<file path="config.mk">
export PLATFORM = sky130hd
export DESIGN_NAME = wind_vane_average_classifier_unit
export DESIGN_NICKNAME = d
export VERILOG_FILES = /design/src/wvac_pkg.sv /design/src/wind_vane_average_classifier_unit.sv /design/src/wvac_front.sv /design/src/wvac_queue.sv /design/src/wvac_back.sv
export SDC_FILE = /design/constraint.sdc
export NUM_CORES = 1
export LEC_CHECK = 0
export ABC_AREA = 1
export BUFFER_PORTS_ARGS = -buffer_cell sky130_fd_sc_hd__buf_2
export CAP_MARGIN = 20
export CORE_UTILIZATION = 45
export CTS_CLUSTER_SIZE = 16
export DETAILED_ROUTE_END_ITERATION = 10
export SKIP_CTS_REPAIR_TIMING = 1
export SLEW_MARGIN = 20
export SYNTH_ARGS = -nofsm -noshare
export SYNTH_HDL_FRONTEND = slang
export SYNTH_HIERARCHICAL = 1
export SYNTH_SLANG_ARGS = --single-unit
</file>
<file path="constraint.sdc">
create_clock -name clk -period 3.8 [get_ports clk]
set_clock_uncertainty 0.1 [all_clocks]
set_input_delay 0.76 -clock clk [delete_from_list [all_inputs] [get_ports clk]]
set_output_delay 0.76 -clock clk [all_outputs]
set_load 0.02 [all_outputs]
</file>
<file path="src/wvac_pkg.sv">
package wvac_pkg;

    localparam int SAMPLE_W   = 12;
    localparam int CODE_BITS  = 3;
    localparam int USED_W     = 4;
    localparam int NUM_THRESH = 7;
    localparam int CFG_IDX_W  = 3;

    typedef logic [SAMPLE_W-1:0] sample_t;
    typedef logic [CODE_BITS-1:0] code_t;
    typedef logic [USED_W-1:0]   used_t;
    typedef logic [CFG_IDX_W-1:0] cfg_idx_t;
    typedef sample_t thresh_arr_t [NUM_THRESH];

    localparam code_t CODE_N  = 3'd0;
    localparam code_t CODE_NE = 3'd1;
    localparam code_t CODE_E  = 3'd2;
    localparam code_t CODE_SE = 3'd3;
    localparam code_t CODE_S  = 3'd4;
    localparam code_t CODE_SW = 3'd5;
    localparam code_t CODE_W  = 3'd6;

    localparam thresh_arr_t THRESH_RESET = '{
        12'd800, 12'd1000, 12'd1100, 12'd1200, 12'd1300, 12'd1500, 12'd1900
    };

    // Heading given when the mean falls below threshold i and below no earlier one.
    localparam code_t BAND_CODE [NUM_THRESH] = '{
        CODE_N, CODE_SW, CODE_NE, CODE_W, CODE_SE, CODE_N, CODE_E
    };

    function automatic code_t classify(sample_t mean, thresh_arr_t th);
        code_t code;
        logic  hit;
        code = CODE_S;
        hit  = 1'b0;
        for (int i = 0; i < NUM_THRESH; i++)
        begin
            if (!hit && (mean < th[i]))
            begin
                code = BAND_CODE[i];
                hit  = 1'b1;
            end
        end
        return code;
    endfunction

endpackage

</file>
<file path="src/wind_vane_average_classifier_unit.sv">
// Wind-vane moving average with direction classification.
//
// Input channel (in_valid/in_ready, vane_sample): one 12-bit ADC reading per
// item. Output channel (out_valid/out_ready): the truncated mean of the last
// DEPTH samples (fewer during warm-up), its heading code and the sample count.
// Thresholds are to be written through cfg_wr_en/cfg_index/cfg_wdata while
// idle, not enforced by the block; an index beyond the seventh is ignored.
//
// The front end takes a new item only once it has pushed the running total of
// the last one into a two-entry queue. The back end divides each total by the
// sample count with a bit-serial divider, one quotient bit per cycle, and then
// classifies and registers the result. It pops the next total only once the
// previous result has been loaded into the output register.
//
// Reset clears the ring state to warm-up and restores the default thresholds.
// A stalled receiver holds the output register; behind it the back end holds
// one result, the queue two and the front end one before in_ready stays low.
module wind_vane_average_classifier_unit
    import wvac_pkg::*;
#(
    parameter int DEPTH = 8
)
(
    input  logic     clk,
    input  logic     rst_n,
    input  logic     in_valid,
    output logic     in_ready,
    input  sample_t  vane_sample,
    output logic     out_valid,
    input  logic     out_ready,
    output sample_t  mean_level,
    output code_t    heading_code,
    output used_t    samples_used,
    input  logic     cfg_wr_en,
    input  cfg_idx_t cfg_index,
    input  sample_t  cfg_wdata
);

    localparam int TW = SAMPLE_W + $clog2(DEPTH);
    localparam int CW = $clog2(DEPTH + 1);

    thresh_arr_t   thresh_reg;
    logic          push_valid, push_ready;
    logic [TW-1:0] push_total;
    logic [CW-1:0] push_count;
    logic          pop_valid, pop_ready;
    logic [TW+CW-1:0] pop_data;

    always_ff @(posedge clk or negedge rst_n)
    begin
        if (!rst_n)
        begin
            thresh_reg <= THRESH_RESET;
        end
        else if (cfg_wr_en)
        begin
            for (int i = 0; i < NUM_THRESH; i++)
            begin
                if (cfg_index == CFG_IDX_W'(i))
                begin
                    thresh_reg[i] <= cfg_wdata;
                end
            end
        end
    end

    wvac_front #(
        .DEPTH (DEPTH),
        .TW    (TW),
        .CW    (CW)
    ) u_front (
        .clk         (clk),
        .rst_n       (rst_n),
        .in_valid    (in_valid),
        .in_ready    (in_ready),
        .vane_sample (vane_sample),
        .push_valid  (push_valid),
        .push_ready  (push_ready),
        .push_total  (push_total),
        .push_count  (push_count)
    );

    wvac_queue #(
        .W (TW + CW)
    ) u_queue (
        .clk        (clk),
        .rst_n      (rst_n),
        .push_valid (push_valid),
        .push_ready (push_ready),
        .push_data  ({push_total, push_count}),
        .pop_valid  (pop_valid),
        .pop_ready  (pop_ready),
        .pop_data   (pop_data)
    );

    wvac_back #(
        .TW (TW),
        .CW (CW)
    ) u_back (
        .clk          (clk),
        .rst_n        (rst_n),
        .thresholds   (thresh_reg),
        .pop_valid    (pop_valid),
        .pop_ready    (pop_ready),
        .pop_total    (pop_data[TW+CW-1:CW]),
        .pop_count    (pop_data[CW-1:0]),
        .out_valid    (out_valid),
        .out_ready    (out_ready),
        .mean_level   (mean_level),
        .heading_code (heading_code),
        .samples_used (samples_used)
    );

endmodule

</file>
<file path="src/wvac_front.sv">
module wvac_front
    import wvac_pkg::*;
#(
    parameter int DEPTH = 8,
    parameter int SW    = $clog2(DEPTH),
    parameter int TW    = SAMPLE_W + $clog2(DEPTH),
    parameter int CW    = $clog2(DEPTH + 1)
)
(
    input  logic          clk,
    input  logic          rst_n,
    input  logic          in_valid,
    output logic          in_ready,
    input  sample_t       vane_sample,
    output logic          push_valid,
    input  logic          push_ready,
    output logic [TW-1:0] push_total,
    output logic [CW-1:0] push_count
);

    localparam logic [1:0] ST_IDLE = 2'd0;
    localparam logic [1:0] ST_CALC = 2'd1;
    localparam logic [1:0] ST_PUSH = 2'd2;

    logic [1:0]    state_reg, state_next;
    logic [SW-1:0] slot_reg, slot_next;
    logic          filled_reg, filled_next;
    logic [TW-1:0] total_reg, total_next;
    sample_t       sample_reg;
    sample_t       rd_data_reg;
    sample_t       old_sample;

    sample_t ring_mem [DEPTH];

    // Slots not yet written during warm-up count as zero, so the old value is
    // taken from the memory only once the ring has wrapped.
    assign old_sample = filled_reg ? rd_data_reg : '0;

    always_ff @(posedge clk)
    begin
        if (in_valid && in_ready)
        begin
            sample_reg  <= vane_sample;
            rd_data_reg <= ring_mem[slot_reg];
        end
        if (state_reg == ST_CALC)
        begin
            ring_mem[slot_reg] <= sample_reg;
        end
    end

    always_comb
    begin
        state_next  = state_reg;
        slot_next   = slot_reg;
        filled_next = filled_reg;
        total_next  = total_reg;
        unique case (state_reg)
            ST_IDLE:
            begin
                if (in_valid)
                begin
                    state_next = ST_CALC;
                end
            end
            ST_CALC:
            begin
                total_next = total_reg - TW'(old_sample) + TW'(sample_reg);
                if (slot_reg == SW'(DEPTH - 1))
                begin
                    slot_next   = '0;
                    filled_next = 1'b1;
                end
                else
                begin
                    slot_next = slot_reg + 1'b1;
                end
                state_next = ST_PUSH;
            end
            ST_PUSH:
            begin
                if (push_ready)
                begin
                    state_next = ST_IDLE;
                end
            end
            default:
            begin
                state_next = ST_IDLE;
            end
        endcase
    end

    always_ff @(posedge clk or negedge rst_n)
    begin
        if (!rst_n)
        begin
            state_reg  <= ST_IDLE;
            slot_reg   <= '0;
            filled_reg <= 1'b0;
            total_reg  <= '0;
        end
        else
        begin
            state_reg  <= state_next;
            slot_reg   <= slot_next;
            filled_reg <= filled_next;
            total_reg  <= total_next;
        end
    end

    assign in_ready   = (state_reg == ST_IDLE);
    assign push_valid = (state_reg == ST_PUSH);
    assign push_total = total_reg;
    // After the update the slot pointer already equals the warm-up count.
    assign push_count = filled_reg ? CW'(DEPTH) : CW'(slot_reg);

endmodule

</file>
<file path="src/wvac_queue.sv">
module wvac_queue
#(
    parameter int W = 19
)
(
    input  logic         clk,
    input  logic         rst_n,
    input  logic         push_valid,
    output logic         push_ready,
    input  logic [W-1:0] push_data,
    output logic         pop_valid,
    input  logic         pop_ready,
    output logic [W-1:0] pop_data
);

    logic [W-1:0] entry_mem [2];
    logic       wr_ptr_reg, rd_ptr_reg;
    logic [1:0] fill_reg;
    logic       do_push, do_pop;

    assign push_ready = (fill_reg != 2'd2);
    assign pop_valid  = (fill_reg != 2'd0);
    assign pop_data   = entry_mem[rd_ptr_reg];
    assign do_push    = push_valid && push_ready;
    assign do_pop     = pop_valid && pop_ready;

    always_ff @(posedge clk)
    begin
        if (do_push)
        begin
            entry_mem[wr_ptr_reg] <= push_data;
        end
    end

    always_ff @(posedge clk or negedge rst_n)
    begin
        if (!rst_n)
        begin
            wr_ptr_reg <= 1'b0;
            rd_ptr_reg <= 1'b0;
            fill_reg   <= 2'd0;
        end
        else
        begin
            if (do_push)
            begin
                wr_ptr_reg <= ~wr_ptr_reg;
            end
            if (do_pop)
            begin
                rd_ptr_reg <= ~rd_ptr_reg;
            end
            if (do_push && !do_pop)
            begin
                fill_reg <= fill_reg + 2'd1;
            end
            else if (do_pop && !do_push)
            begin
                fill_reg <= fill_reg - 2'd1;
            end
        end
    end

endmodule

</file>
<file path="src/wvac_back.sv">
module wvac_back
    import wvac_pkg::*;
#(
    parameter int TW = 15,
    parameter int CW = 4
)
(
    input  logic          clk,
    input  logic          rst_n,
    input  thresh_arr_t   thresholds,
    input  logic          pop_valid,
    output logic          pop_ready,
    input  logic [TW-1:0] pop_total,
    input  logic [CW-1:0] pop_count,
    output logic          out_valid,
    input  logic          out_ready,
    output sample_t       mean_level,
    output code_t         heading_code,
    output used_t         samples_used
);

    localparam int STEP_W = $clog2(TW + 1);

    localparam logic [1:0] B_IDLE = 2'd0;
    localparam logic [1:0] B_DIV  = 2'd1;
    localparam logic [1:0] B_OUT  = 2'd2;

    logic [1:0]      state_reg, state_next;
    logic [STEP_W-1:0] step_reg;
    logic [TW-1:0]   quo_reg;
    logic [CW-1:0]   rem_reg;
    logic [CW-1:0]   div_reg;
    logic            out_valid_reg;
    sample_t         mean_reg;
    code_t           code_reg;
    used_t           used_reg;

    logic [CW:0]     trial;
    logic [CW:0]     diff;
    logic            q_bit;
    logic            load_out;
    sample_t         mean_val;

    // One quotient bit per cycle, restoring form.
    assign trial    = {rem_reg, quo_reg[TW-1]};
    assign diff     = trial - {1'b0, div_reg};
    assign q_bit    = (trial >= {1'b0, div_reg});
    assign mean_val = quo_reg[SAMPLE_W-1:0];
    assign load_out = (state_reg == B_OUT) && (!out_valid_reg || out_ready);

    always_comb
    begin
        state_next = state_reg;
        unique case (state_reg)
            B_IDLE:
            begin
                if (pop_valid)
                begin
                    state_next = B_DIV;
                end
            end
            B_DIV:
            begin
                if (step_reg == STEP_W'(1))
                begin
                    state_next = B_OUT;
                end
            end
            B_OUT:
            begin
                if (load_out)
                begin
                    state_next = B_IDLE;
                end
            end
            default:
            begin
                state_next = B_IDLE;
            end
        endcase
    end

    always_ff @(posedge clk)
    begin
        if ((state_reg == B_IDLE) && pop_valid)
        begin
            quo_reg  <= pop_total;
            rem_reg  <= '0;
            div_reg  <= pop_count;
            step_reg <= STEP_W'(TW);
        end
        else if (state_reg == B_DIV)
        begin
            quo_reg  <= {quo_reg[TW-2:0], q_bit};
            rem_reg  <= q_bit ? diff[CW-1:0] : trial[CW-1:0];
            step_reg <= step_reg - 1'b1;
        end
        if (load_out)
        begin
            mean_reg <= mean_val;
            code_reg <= classify(mean_val, thresholds);
            used_reg <= USED_W'(div_reg);
        end
    end

    always_ff @(posedge clk or negedge rst_n)
    begin
        if (!rst_n)
        begin
            state_reg     <= B_IDLE;
            out_valid_reg <= 1'b0;
        end
        else
        begin
            state_reg <= state_next;
            if (load_out)
            begin
                out_valid_reg <= 1'b1;
            end
            else if (out_ready)
            begin
                out_valid_reg <= 1'b0;
            end
        end
    end

    assign pop_ready    = (state_reg == B_IDLE);
    assign out_valid    = out_valid_reg;
    assign mean_level   = mean_reg;
    assign heading_code = code_reg;
    assign samples_used = used_reg;

endmodule

</file>
==> flow_summary.json <==
{
  "clk_latency_ns": 0.51,
  "core.rowCount": 68,
  "setup_viol": 0,
  "crit_slowest_cell": "dfrtp_1",
  "ys_async_sr_fraction": 0.354,
  "yosysWarnings": 6,
  "area_delta_synth_final_pct": 11.8,
  "path_cells": "nand2_1 -> inv_1 -> fa_1 -> inv_1 -> ha_1 -> nand2_1 -> nand2_1 -> nand2_1 -> nand3_1 -> or2_2 -> nand3_1 -> o21ai_0",
  "grt_pass1_wl_um": 56500,
  "num-nets-final": 1881,
  "p_int_w": 0.00872,
  "fill_cells": 3128,
  "power.share.switching": 0.395,
  "insertedDiodeCount": 0,
  "synth_fp_nets": 1817,
  "startpoint_type": "flop",
  "drive_gt1_frac": 0.110,
  "layout_commonest_cell": "nand2_1",
  "crit_family": "simple AND/OR/NAND/NOR gates",
  "worstPathArrival_ns": 2.98,
  "clk_path_buf_depth": 3,
  "die-area_mm2": 0.0357,
  "start_util": 0.456,
  "ys_seq_elements": 316,
  "clockRootBuffer": "clkbuf_16",
  "cts_tree": "built",
  "coreArea_mm2": 0.0345,
  "power.switching_w": 0.00569,
  "gp_congestion": 0.822,
  "status": "complete, no violations",
  "power_frac_comb": 0.386,
  "grt_pass1_vias": 10600,
  "port_buffers": 52,
  "die_w_um": 189,
  "antenna_found_initial": 0,
  "ys_seq_area_frac": 0.566,
  "vias": 11000,
  "first_iter_violations": 582,
  "synth_edf_count": 196,
  "hold_viol": 0,
  "power_w": 0.0144,
  "layout.cells.most_common_list": "nand2_1, inv_1, edfxtp_1, ha_1, nand3_1",
  "crit_path_max_fanout": 18,
  "dp_hpwl_um": 23500,
  "fin_crit_sh": 0.710,
  "grt_max_degree": 84,
  "synth.avg_cell_area_um2": 9.41,
  "grt-ovfl-total": 0,
  "finalSetupTns_ns": 0,
  "drt_first_pass_iters": 5,
  "drc": 0,
  "setup_ws_ns": 1.10,
  "max_slew.worst_pin.slew_ns": 0.986,
  "vdd_drop_max_mv": 0.446,
  "drv_cap": 0,
  "stdcell_count": 2213,
  "timing_max_transition_violations_final": 0,
  "wl_per_cell_um": 15.9,
  "cp-end-kind": "flop",
  "grt_usage": 0.203,
  "cts_buffers": 35,
  "largest_reg_flops": 96,
  "crit_buf_inv": 2,
  "crit_required_ns": 4.08,
  "io_pins": 53,
  "vias_per_cell": 4.95,
  "place_inst": 2153,
  "place_ws_ns": 1.09,
  "clk_pin_slew_ns": 0.06,
  "period_needed_ns": 2.70,
  "cts.sinks": 316,
  "ant_nets": 0,
  "p_leak_nw": 8.31,
  "max_slew_margin": 0.341,
  "max_freq_mhz": 371,
  "max_stage_delay_ns": 0.59,
  "synth_cell_types": 47,
  "drt-total-wl_um": 35200,
  "power_density_mw_per_mm2": 820,
  "syn-instance-count": 1671,
  "crit_top_cell": "nand2_1",
  "clock_power_share": 0.231,
  "rsz0062_at_grt": "no",
  "critical_path_class": "flop to flop",
  "yosys_most_used_dff": "edfxtp_1",
  "p_seq_frac": 0.383,
  "htreeDepth": 2,
  "seq_area_mm2": 0.00889,
  "die-height_um": 189,
  "multiInputGateArea_mm2": 0.00562,
  "synth_area_mm2": 0.0157,
  "hold_class": "input pin to asynchronous set/reset pin"
}
==> cells in the mapped netlist, types with 5 or more instances <==
library cell  instances  area, um^2
nand2_2               9        56.3
a221oi_1              5        43.8
nor2_2                5        31.3
buf_2                18        90.1
inv_2                 9        33.8
nor2_1               66         248
dfxtp_1               8         160
a21oi_1              67         335
nand2_1             604        2270
dfrtp_1              77        1930
nand4_1              10        62.6
clkbuf_1              9        33.8
dfstp_2              35         920
nand3_1              91         455
o21ai_0              38         190
fa_1                 13         260
inv_1               244         916
edfxtp_1            196        5890
ha_1                101        1260
o22ai_1               5        31.3
buf_4                12        90.1
==> layer usage <==
metal  track usage  vias up  wire length, um
met5             0        -                0
met3        0.0259       67             1390
met1         0.272     5150            16100
met2         0.343      242            16800
li1              -     5495                -
met4        0.0614        0              875
==> cell type report <==
| cell class | count | area share |
|---|---|---|
| Multi-Input combinational cell | 1058 | 0.320 |
| Tap cell | 455 | 0.0324 |
| Sequential cell | 316 | 0.506 |
| Inverter | 254 | 0.0544 |
| Timing Repair Buffer | 70 | 0.0234 |
| Clock buffer | 46 | 0.0558 |
| Clock inverter | 14 | 0.00805 |
==> power by group through the flow <==
stage	Sequential, W	Combinational (W)	Clock [W]
2_1_floorplan	0.00516	0.00433	0
3_5_place_dp	0.00558	0.00553	0
5_1_grt	0.00562	0.00647	0.00353
6_report	0.00552	0.00556	0.00333
3_3_place_gp	0.00557	0.00540	0
4_1_cts	0.00552	0.00557	0.00341
==> logic make-up (layout without fill, tap and decap cells) <==
family,after synthesis,after routing,share of synthesized area
AO/OA/AOI/OAI,132,132,0.0466
XOR/XNOR,6,6,0.00382
adder cells (fa/ha/maj),114,114,0.0970
buffers and inverters,297,384,0.0773
flip-flops,316,316,0.566
AND/OR/NAND/NOR,806,806,0.210
==> per-stage QoR <==
| stage | area (um^2) | hold slack (ns) | util |
|---|---|---|---|
| floorplan | 15700 | 0.326 | - |
| global placement | 16400 | 0.347 | 0.477 |
| detailed placement | 16400 | 0.352 | 0.477 |
| CTS | 17600 | 0.0902 | 0.510 |
| global route | 17600 | 0.112 | 0.510 |
| finish | 17600 | 0.0945 | 0.510 |
==> path summary, 6_finish.rpt <==
path	startpoint	endpoint	slack, ns	depth (start not counted)
max	u_front/filled_reg	u_front/push_total[6]	1.10	12
min	rst_n	thresh_reg[49]	0.09	1
max reg2reg	u_front/filled_reg	u_front/push_total[6]	1.10	12
min reg2reg	thresh_reg[34]	thresh_reg[34]	0.36	2
max in group asynchronous	rst_n	thresh_reg[5]	2.68	2
min in group clk	vane_sample[1]	u_front/sample_reg[1]	0.33	1
Note: power is estimated with default switching activity, not from simulation.
